`config.mk`:
```
export PLATFORM = sky130hd
export DESIGN_NAME = xtea_round_stage
export DESIGN_NICKNAME = d
export VERILOG_FILES = /design/src/hdl/xtea_pkg.sv /design/src/hdl/xtea_round_stage.sv
export SDC_FILE = /design/constraint.sdc
export NUM_CORES = 1
export LEC_CHECK = 0
export CAP_MARGIN = 30
export CORE_AREA = 4 4 99 101
export DETAILED_ROUTE_END_ITERATION = 6
export DIE_AREA = 0 0 103 105
export DONT_BUFFER_PORTS = 1
export PLACE_DENSITY_LB_ADDON = 0.2
export SYNTH_ARGS = -nofsm -noshare
export SYNTH_HDL_FRONTEND = slang
export SYNTH_SLANG_ARGS = --single-unit
```
`constraint.sdc`:
```
create_clock -name clk -period 9.85 [get_ports clk]
set_input_delay 1.97 -clock clk [delete_from_list [all_inputs] [get_ports clk]]
set_output_delay 1.97 -clock clk [all_outputs]
set_load 0.005 [all_outputs]
```
`src/hdl/xtea_pkg.sv`:
```
`default_nettype none
package xtea_pkg;

  localparam int WORD_W    = 32;
  localparam int KEY_WORDS = 4;
  localparam int CFG_IDX_W = 3;

  typedef logic [WORD_W-1:0]                 word_t;
  typedef logic [KEY_WORDS-1:0][WORD_W-1:0]  key_t;
  typedef logic [CFG_IDX_W-1:0]              cfg_idx_t;

  localparam word_t XTEA_DELTA = 32'h9E37_79B9;

  typedef enum logic [CFG_IDX_W-1:0] {
    REG_KEY0 = 3'd0,
    REG_KEY1 = 3'd1,
    REG_KEY2 = 3'd2,
    REG_KEY3 = 3'd3
  } cfg_reg_t;

  function automatic word_t mix_word(input word_t v);
    return ((v << 4) ^ (v >> 5)) + v;
  endfunction

endpackage
`default_nettype wire

```
`src/hdl/xtea_round_stage.sv`:
```
`default_nettype none
module xtea_round_stage #(
  parameter logic [31:0] SUM      = 32'h0,
  parameter bit          UPDATE_Z = 1'b0
) (
  input  wire logic            clk,
  input  wire logic            rst_n,
  input  wire logic            vld_in,
  input  wire xtea_pkg::word_t y_in,
  input  wire xtea_pkg::word_t z_in,
  input  wire xtea_pkg::key_t  key,
  output      logic            vld_r,
  output      xtea_pkg::word_t y_r,
  output      xtea_pkg::word_t z_r
);
  import xtea_pkg::*;

  localparam logic [1:0] SEL = UPDATE_Z ? SUM[12:11] : SUM[1:0];

  word_t src;
  word_t dst;
  word_t f_val;
  word_t y_nxt;
  word_t z_nxt;

  always_comb begin
    src   = UPDATE_Z ? y_in : z_in;
    dst   = UPDATE_Z ? z_in : y_in;
    f_val = mix_word(src) ^ (SUM + key[SEL]);
    y_nxt = UPDATE_Z ? y_in : dst + f_val;
    z_nxt = UPDATE_Z ? dst + f_val : z_in;
  end

  always_ff @(posedge clk) begin
    if (!rst_n) begin
      vld_r <= 1'b0;
    end else begin
      vld_r <= vld_in;
    end
  end

  always_ff @(posedge clk) begin
    y_r <= y_nxt;
    z_r <= z_nxt;
  end

endmodule
`default_nettype wire

```
# ---- Yosys cells after proc, flatten, opt, wreduce, memory -nomap -nowiden
# Cells that the tools add are included.
dict set report totals {
  regBits 65
  input_bits 195
  out_inout_bits 65
  elab_cells 7
}
dict set report classes {
  add_sub_neg 2
  bitwise_logic 2
}
# op count
set ops {}
lappend ops {{32-bit adder} 2}
lappend ops {{32-bit by 27-bit bitwise XOR with 32-bit output} 1}
lappend ops {{32-bit bitwise XOR} 1}

# ---- Logic depth before layout (Yosys ltp)
# Gate-level depths: netlist (run 1).
dict set report depth {
  ltp_word 4
  depth_mapped 22
}

# ---- Worst setup path before layout (run 1)
# Ideal clock, no wire load.
dict set report synth_timing {
  path_kind {input-to-reg}
  from {input z_in[12]}
  to {register y_r[30]}
  setup_ns 0.127
  arrival_time_ns 5.882
  required_time_ns 9.723
  setup_slack_ns 3.841
  cell_stages 20
  path_buffers 1
  cell_sequence {xor2_1 -> ha_1 -> buf_6 -> a211oi_2 -> nand2_1 -> a221o_1 -> a41o_2 -> a21bo_2 -> a21o_1 -> a21oi_1 -> xnor2_1 -> ha_1 -> and4_1 -> a221o_1 -> a211o_1 -> o211ai_1 -> nand3_1 -> a31oi_1 -> o21ai_0 -> xor2_1}
}
dict set report synth_between {
  elab_chain_len 4
}
# element line
set synth_lines {}
lappend synth_lines {{from (decl)} xtea_round_stage.sv:10} ;# input wire xtea_pkg::word_t z_in,
lappend synth_lines {{32-bit by 27-bit bitwise XOR with 32-bit output} xtea_pkg.sv:22} ;# return ((v << 4) ^ (v >> 5)) + v;
lappend synth_lines {{32-bit adder (*)} xtea_pkg.sv:22}
lappend synth_lines {{32-bit bitwise XOR (*)} xtea_round_stage.sv:29} ;# f_val = mix_word(src) ^ (SUM + key[SEL]);
lappend synth_lines {{32-bit adder (*)} n/a}
lappend synth_lines {{net y_nxt[30]} xtea_round_stage.sv:23} ;# word_t y_nxt;
lappend synth_lines {{to (signal assigned)} xtea_round_stage.sv:43} ;# y_r <= y_nxt;
lappend synth_lines {{to (decl)} xtea_round_stage.sv:13} ;# output xtea_pkg::word_t y_r,
# Mark *: on every way through the listed nets, which the timed path passes. The rest lies on a longest branch.
# A chain may end at the register's enable or synchronous reset.

# ---- Worst setup path after layout (run 1)
dict set report layout_timing {
  from {input z_in[13]}
  to {register y_r[30]}
}
# Same word-level chain as after synthesis.

==> results of run 1 <==
==> registers in the layout (all words and copies together), names as in the netlist <==
register  cells
z_r          32
vld_r         1
y_r          32
==> critical path, cell delays in order <==
cell and delay (ps):
sky130_fd_sc_hd__xor2_1 220, sky130_fd_sc_hd__ha_1 310, sky130_fd_sc_hd__o21a_1 180, sky130_fd_sc_hd__nor2_1 110, sky130_fd_sc_hd__nor2_1 80, sky130_fd_sc_hd__a221o_1 320
sky130_fd_sc_hd__a41o_2 290, sky130_fd_sc_hd__a21bo_2 250, sky130_fd_sc_hd__a21o_1 180, sky130_fd_sc_hd__a21oi_1 180, sky130_fd_sc_hd__xnor2_1 160, sky130_fd_sc_hd__ha_1 320
sky130_fd_sc_hd__and4_1 240, sky130_fd_sc_hd__a221o_1 400, sky130_fd_sc_hd__a211o_1 310, sky130_fd_sc_hd__o211ai_1 110, sky130_fd_sc_hd__nand3_1 130, sky130_fd_sc_hd__a31oi_1 300
sky130_fd_sc_hd__o21ai_0 180, sky130_fd_sc_hd__xor2_1 160
==> cells by family (layout without fill, tap and decap cells) <==
family,Yosys count,count (layout),synth area share (%)
compound gates,160,160,21.83
xor+xnor,111,111,19.26
fa+ha+maj,71,71,17.89
buf+inv,22,30,1.809
flops,65,65,25.77
simple gates,134,134,13.43
==> final cells by class <==
cell class                      count  area (um^2)  share of cell area [%]
Multi-Input combinational cell    476         3656                   68.35
Sequential cell                    65         1301                   24.33
Clock inverter                      2        37.54                  0.7018
Clock buffer                       13        158.9                   2.971
Inverter                           15        56.30                   1.053
Tap cell                          111        138.9                   2.596
==> cells in the mapped netlist (all sizes together) (5+ instances only) <==
cell,count
ha,69
dfxtp,65
xnor2,57
xor2,54
a21oi,46
a21o,37
nor2,29
nand2,28
o21ai,25
nand3,18
inv,15
nor3,11
nand4,8
o21a,7
a31oi,6
and2,6
nor2b,6
or2,6
and3,5
==> per-layer routing <==
metal / part of all wire, % / routed length (um) / up-vias / global-route usage [%]
met5: 0 / 0 / - / 0
met4: 1.9 / 256 / 0 / 8.048
met3: 11 / 1416 / 18 / 8.077
met2: 41 / 5412 / 226 / 35.01
met1: 47 / 6200 / 1855 / 34.65
li1: - / - / 2053 / -
==> worst paths after layout <==
| path | endpoint | slack [ps] |
|---|---|---|
| worst max-delay path | y_r[30] | 3660 |
| worst min-delay path | z_r[17] | 1650 |
==> power groups by stage <==
stage	clock network (mW)	registers (mW)	logic [mW]
2_1_floorplan	0	0.377	0.529
3_3_place_gp	0	0.388	0.628
3_5_place_dp	0	0.386	0.643
4_1_cts	0.232	0.381	0.647
5_1_grt	0.246	0.391	0.731
6_report	0.227	0.379	0.655
==> metrics by stage <==
step | hold slack [ps] | utilization (%)
6_report | 1653 | 59.29
5_1_grt | 1631 | 59.29
4_1_cts | 1639 | 59.29
3_5_place_dp | 1998 | 57.12
3_3_place_gp | 1998 | 57.12
2_1_floorplan | 1998 | -
==> run metrics, run 1 <==
result of the run=finished clean; sequential share of power=30.0%; Root Buffer=sky130_fd_sc_hd__clkbuf_8; maximum clock frequency=roughly 160 MHz; area overhead of the layout relative to synthesis=5.948%; first-pass GRT wire length=20.90 mm; height of the chip=~110 um; number of buffers inserted to repair setup after CTS=0; overall fraction of global-route tracks in use=24.60%; Switching Share=approximately two fifths; count of TritonRoute iterations in the first routing pass=5; Die Footprint=10,820 um^2; number of cells in the design after placement=667; post-synthesis cell count=563; clock edge transition at the registers on the reported setup and hold paths=80 ps; peak supply drop=~0.000096 V; net count of the finished layout=833; Iter 0 DRT Violations=264; global route total overflow=0; internal power=764.9 uW; via count of the first global-routing pass=4,174; antenna diode count=0; maximum level of the CTS H-tree=3; Final Max Tran Viols=0; Worst Slack Setup Final=about 3700 ps; via count normalized by instance count=approximately 6.1; area of all placed cells without fillers=5349 um^2; Worst-Margin Slew=471.7 ps; placement-stage cell area=between 5000 and 6000 um^2; total clock buffers created by CTS=9; number of sinks driven by the clock tree=65; setup repair after global routing missed its margin=false; hold violation total from the final report=0; CP startpoint kind=primary input; Die Width=around 100 um; cts hold-fix bufs=0; worst hold stages=0; leading cell type in the layout, fill and taps excluded=sky130_fd_sc_hd__ha_1; boundary pin count=260; initial antenna violation count=0; Layout Cells excl Fill=around 680; #FFs+latches synth=65; clock share of power=18.0%; Arr. time, crit path=6400 ps; Synth warnings=0; Post-DP HPWL=10.79 mm; critical setup path kind=primary input to flop; max-cap viol count=0; data required time of the critical path=10,060 ps; most area-consuming cells after synthesis=sky130_fd_sc_hd__dfxtp_1 26%, sky130_fd_sc_hd__ha_1 17%, sky130_fd_sc_hd__xnor2_1 9.9%; Leakage=2.420 nW; critical path capture point type=flop; Routed WL=13.29 mm; Post-Synthesis Net Count=829; number of buffers between clock root and the deepest sink=2; routed via count=4,152; share of post-route cells with drive strength above 1=5.254%; Post-synth EDFFs=0; relative contribution of combinational cells to total power=51.9%; area leader, netlist=sky130_fd_sc_hd__dfxtp_1; sw power=just under 500 uW; count of cell types in the netlist=between 50 and 60; Final TNS setup=0 ps; final critical delay including setup and external delays=around 6200 ps; count of endpoints failing setup in the final report=0; Placeable Area=9021 um^2; average detailed-routed wire length per instance=19.48 um; CP max FO=5; Resized Gates After CTS=0; most used cells in the layout excluding fill and tap cells=69 x sky130_fd_sc_hd__ha_1, 65 x sky130_fd_sc_hd__dfxtp_1, 57 x sky130_fd_sc_hd__xnor2_1, 54 x sky130_fd_sc_hd__xor2_1, 46 x sky130_fd_sc_hd__a21oi_1; effective utilization at floorplan=a little under three fifths; count of input and output buffers=0; Antenna Nets Post-Route=0; critical path startpoint=z_in[13]; TritonCTS clock tree=done; fraction of registers with async set or reset after synthesis=0%; netlist area before placement=5049 um^2; Hold WC Path Type=primary input to flop; number of standard-cell rows in the floorplan=35; layout filler cell count=795; Worst Hold Launch=z_in[17]; remaining routing DRC violations=0; pin count of the biggest net entering global routing=11; power density over the cells=around 240 nW/um^2; top cell type's share of synthesized area=25.77%; post-route clock period utilization=62.81%; main flop type after synthesis=sky130_fd_sc_hd__dfxtp_1; GPL Wtd Cong=between 0.9 and 1; proportion of synthesized chip area in sequential cells=25.77%; Overall Power=1.261 mW; worst-case setup slack after placement=3403 ps; average instance area after synthesis=8.967 um^2; worst slew slack as a fraction of its limit=about two thirds
No activity file was read; power rests on OpenSTA's default activity.
==> run 2, diff against run 1 <==
ABC_AREA = 1   (was not set)
CORE_AREA = not set   (was 4 4 99 101)
CORE_MARGIN = 4   (was not set)
CORE_UTILIZATION = 59   (was not set)
DIE_AREA = not set   (was 0 0 103 105)
clock period = 5.2 ns   (was 9.85 ns; I/O delays follow)
==> run 2 against run 1 <==
  * Clock power rose by 120%
  * Via count rose by 37%
  * Combinational power rose by 110%
  * Wire length rose by 31%
  * Synthesized cell count rose by 60%
  * First-iteration DRC count rose by 33%
  * Global-route usage rose by 5.4 points
  * Setup slack got worse by 2400 ps
  * Final area rose by 18%
  * Clock-buffer cell count fell by 4
  * Non-clock buffer count did not move
  * Highest routed layer unchanged
==> run metrics, run 2 <==
maximum clock frequency=between 200 and 300 MHz; GPL Wtd Cong=0.9563 (was 0.9505); antenna diode count=0 (unchanged); count of endpoints failing setup in the final report=0 (unchanged); final critical delay including setup and external delays=3927 ps; overall fraction of global-route tracks in use=30.02% (was 24.60%); clock share of power=19.2% (was 18.0%); critical path capture point type=flop (unchanged); most used cells in the layout excluding fill and tap cells=264 x sky130_fd_sc_hd__nand2_1, 125 x sky130_fd_sc_hd__inv_1, 76 x sky130_fd_sc_hd__nor2_1, 72 x sky130_fd_sc_hd__xor2_1, 69 x sky130_fd_sc_hd__ha_1 (was 69 x sky130_fd_sc_hd__ha_1, 65 x sky130_fd_sc_hd__dfxtp_1, 57 x sky130_fd_sc_hd__xnor2_1, 54 x sky130_fd_sc_hd__xor2_1, 46 x sky130_fd_sc_hd__a21oi_1); average instance area after synthesis=6.617 um^2 (was 8.967 um^2); Switching Share=43.98% (was 39.33%); post-route clock period utilization=about three quarters; setup repair after global routing missed its margin=false (unchanged); boundary pin count=260 (unchanged); largest registers in the final layout=y_r: 32 flops, z_r: 32 flops, vld_r: 1 flops (unchanged); Post-synth EDFFs=0 (unchanged); result of the run=finished clean (unchanged); Die Footprint=11,740 um^2 (was 10,820 um^2); Antenna Nets Post-Route=0 (unchanged); Multi-input gate area=4172 um^2 (was 3656 um^2); max-cap viol count=0 (unchanged); number of sinks driven by the clock tree=65 (unchanged); TritonCTS clock tree=done (unchanged); count of TritonRoute iterations in the first routing pass=5 (unchanged); Synth warnings=0 (unchanged); Arr. time, crit path=4180 ps (was 6400 ps); CP startpoint kind=primary input (unchanged); Placeable Area=9774 um^2 (was 9021 um^2); CP max FO=4 (was 5); main flop type after synthesis=sky130_fd_sc_hd__dfxtp_1 (unchanged); Final Max Tran Viols=0 (unchanged); average detailed-routed wire length per instance=16.62 um (was 19.48 um); most frequent cell after synthesis=sky130_fd_sc_hd__nand2_1 (was sky130_fd_sc_hd__ha_1); Overall Power=2.599 mW (was 1.261 mW); total clock buffers created by CTS=9 (unchanged); post-synthesis cell count=898 (was 563); Worst-Margin Slew=489.5 ps (was 471.7 ps); number of buffers between clock root and the deepest sink=2 (unchanged); Final TNS setup=0 ps (unchanged); Post-DP HPWL=14.88 mm (was 10.79 mm); internal power=1.456 mW (was 764.9 uW); number of buffers inserted to repair setup after CTS=0 (unchanged); count of cell types in the netlist=33 (was 56); longest individual stage delay on the worst path=390 ps (was 400 ps); Die Width=108.4 um (was 103 um); power density over the cells=410.8 nW/um^2 (was 235.7 nW/um^2); Iter 0 DRT Violations=350 (was 264); Routed WL=17.35 mm (was 13.29 mm); first-pass GRT wire length=26.94 mm (was 20.90 mm); worst slew slack as a fraction of its limit=67.37% (was 68.14%); family of cells with the greatest summed delay on the critical path=simple AND/OR/NAND/NOR gates (was compound AO/OA/AOI/OAI gates); top cell type's share of synthesized area=21.90% (was 25.77%); netlist area before placement=5942 um^2 (was 5049 um^2); net count of the finished layout=1,175 (was 833); Root Buffer=sky130_fd_sc_hd__clkbuf_8 (unchanged); sequential share of power=27.6% (was 30.0%); hold violation total from the final report=0 (unchanged); cell with the largest stage delay on the worst path=sky130_fd_sc_hd__fa_1 (was sky130_fd_sc_hd__a221o_1); effective utilization at floorplan=60.79% (was 55.96%); data required time of the critical path=5460 ps (was 10,060 ps); clock edge transition at the registers on the reported setup and hold paths=70 ps (was 80 ps); fraction of registers with async set or reset after synthesis=0% (unchanged); sw power=1.143 mW (was 495.9 uW); layout filler cell count=952 (was 795); routed via count=5,690 (was 4,152); pin count of the biggest net entering global routing=11 (unchanged); share of post-route cells with drive strength above 1=2.854% (was 5.254%); area overhead of the layout relative to synthesis=6.486% (was 5.948%); cell breakdown of the critical path=ha_1, inv_1, fa_1, nand3b_1, nand2_1, nand2_1, nand2_1, nand3_1, nand2_1, xor2_1, ha_1, a21oi_1, nor2_1, nor2_1, o21bai_1, a21oi_1, nand2_1, nand2_1, nand2_1 (was xor2_1, ha_1, o21a_1, nor2_1, nor2_1, a221o_1, a41o_2, a21bo_2, a21o_1, a21oi_1, xnor2_1, ha_1, and4_1, a221o_1, a211o_1, o211ai_1, nand3_1, a31oi_1, o21ai_0, xor2_1); area occupied by registers=1301 um^2 (unchanged); dominant cell type by count on the critical path=sky130_fd_sc_hd__nand2_1; initial antenna violation count=0 (unchanged); cts hold-fix bufs=0 (unchanged); Hold WC Path Type=primary input to flop (unchanged); peak supply drop=0.0001896 V (was 0.00009633 V); number of standard-cell rows in the floorplan=36 (was 35); global route total overflow=0 (unchanged); most area-consuming cells after synthesis=sky130_fd_sc_hd__dfxtp_1 22%, sky130_fd_sc_hd__nand2_1 17%, sky130_fd_sc_hd__ha_1 15% (was sky130_fd_sc_hd__dfxtp_1 26%, sky130_fd_sc_hd__ha_1 17%, sky130_fd_sc_hd__xnor2_1 9.9%); count of input and output buffers=0 (unchanged); #FFs+latches synth=65 (unchanged); critical setup path kind=primary input to flop (unchanged); height of the chip=108.4 um (was 105 um); leading cell type in the layout, fill and taps excluded=sky130_fd_sc_hd__nand2_1 (was sky130_fd_sc_hd__ha_1); Post-Synthesis Net Count=1,164 (was 829); proportion of synthesized chip area in sequential cells=21.90% (was 25.77%); CP bufs+invs=1 (was 0); via count normalized by instance count=5.450 (was 6.088); via count of the first global-routing pass=5,693 (was 4,174); Resized Gates After CTS=0 (unchanged); relative contribution of combinational cells to total power=53.2% (was 51.9%); area leader, netlist=sky130_fd_sc_hd__dfxtp_1 (unchanged); maximum level of the CTS H-tree=3 (unchanged); ranking of synthesized cells by instance count=264 x sky130_fd_sc_hd__nand2_1, 125 x sky130_fd_sc_hd__inv_1, 76 x sky130_fd_sc_hd__nor2_1 (was 69 x sky130_fd_sc_hd__ha_1, 65 x sky130_fd_sc_hd__dfxtp_1, 57 x sky130_fd_sc_hd__xnor2_1); Leakage=3.352 nW (was 2.420 nW); remaining routing DRC violations=0 (unchanged)
-- run 2: changes by cell type after synthesis, moves of 26 or more --
cell,before,now
sky130_fd_sc_hd__nand3_1,18,44
sky130_fd_sc_hd__xnor2_1,57,23
sky130_fd_sc_hd__nand2_1,28,264
sky130_fd_sc_hd__nor2_1,28,76
sky130_fd_sc_hd__a21o_1,35,7
sky130_fd_sc_hd__inv_1,15,125
-- run 2: cell type report --
type	count	share of cell area, %
multi-input cells	708	65.93
flip-flops and latches	65	20.57
inverters	125	7.415
well taps	133	2.630
clock buffers	9	1.958
clock inverters	4	1.503
-- run 2: cells by family after synthesis --
group                    share of synthesized area, %
XOR/XNOR                                        14.00
buffers and inverters                           7.896
adder cells (fa/ha/maj)                         15.20
flip-flops                                      21.90
AND/OR/NAND/NOR                                 29.96
AO/OA/AOI/OAI                                   11.03
-- run 2: path summary, 6_finish.rpt --
path                    start  endpoint  slack, ps  depth (start not counted)
worst max-delay path  z_in[0]   y_r[29]       1270                         19
worst min-delay path  z_in[0]    z_r[0]        700                          0
-- run 2: stage by stage --
step / hold WS, ps / setup slack (ps) / util [%] / instance area, um^2 / std cells
CTS: 694.2 / 1339 / 64.73 / 6327 / 1044
global placement: 1068 / 991.8 / 62.49 / 6108 / 1031
finish: 701.7 / 1273 / 64.73 / 6327 / 1044
floorplan: 1068 / 1508 / - / 5942 / 898
detailed placement: 1068 / 966.5 / 62.49 / 6108 / 1031
global route: 693.8 / 977.7 / 64.73 / 6327 / 1044
-- run 2: power by group through the flow --
stage	logic [mW]	registers, mW	clock network, mW
finish	1.38	0.718	0.498
global route	1.56	0.732	0.518
CTS	1.36	0.723	0.502
detailed placement	1.35	0.733	0
global placement	1.32	0.728	0
floorplan	1.05	0.712	0
-- run 2: metal layers --
layer	global-route usage (%)	part of all wire [%]	vias up
met1	37.11	43	2472
li1	-	-	2892
met3	6.388	8.9	41
met2	49.91	45	285
met4	13.98	4.0	0
met5	0	0	-
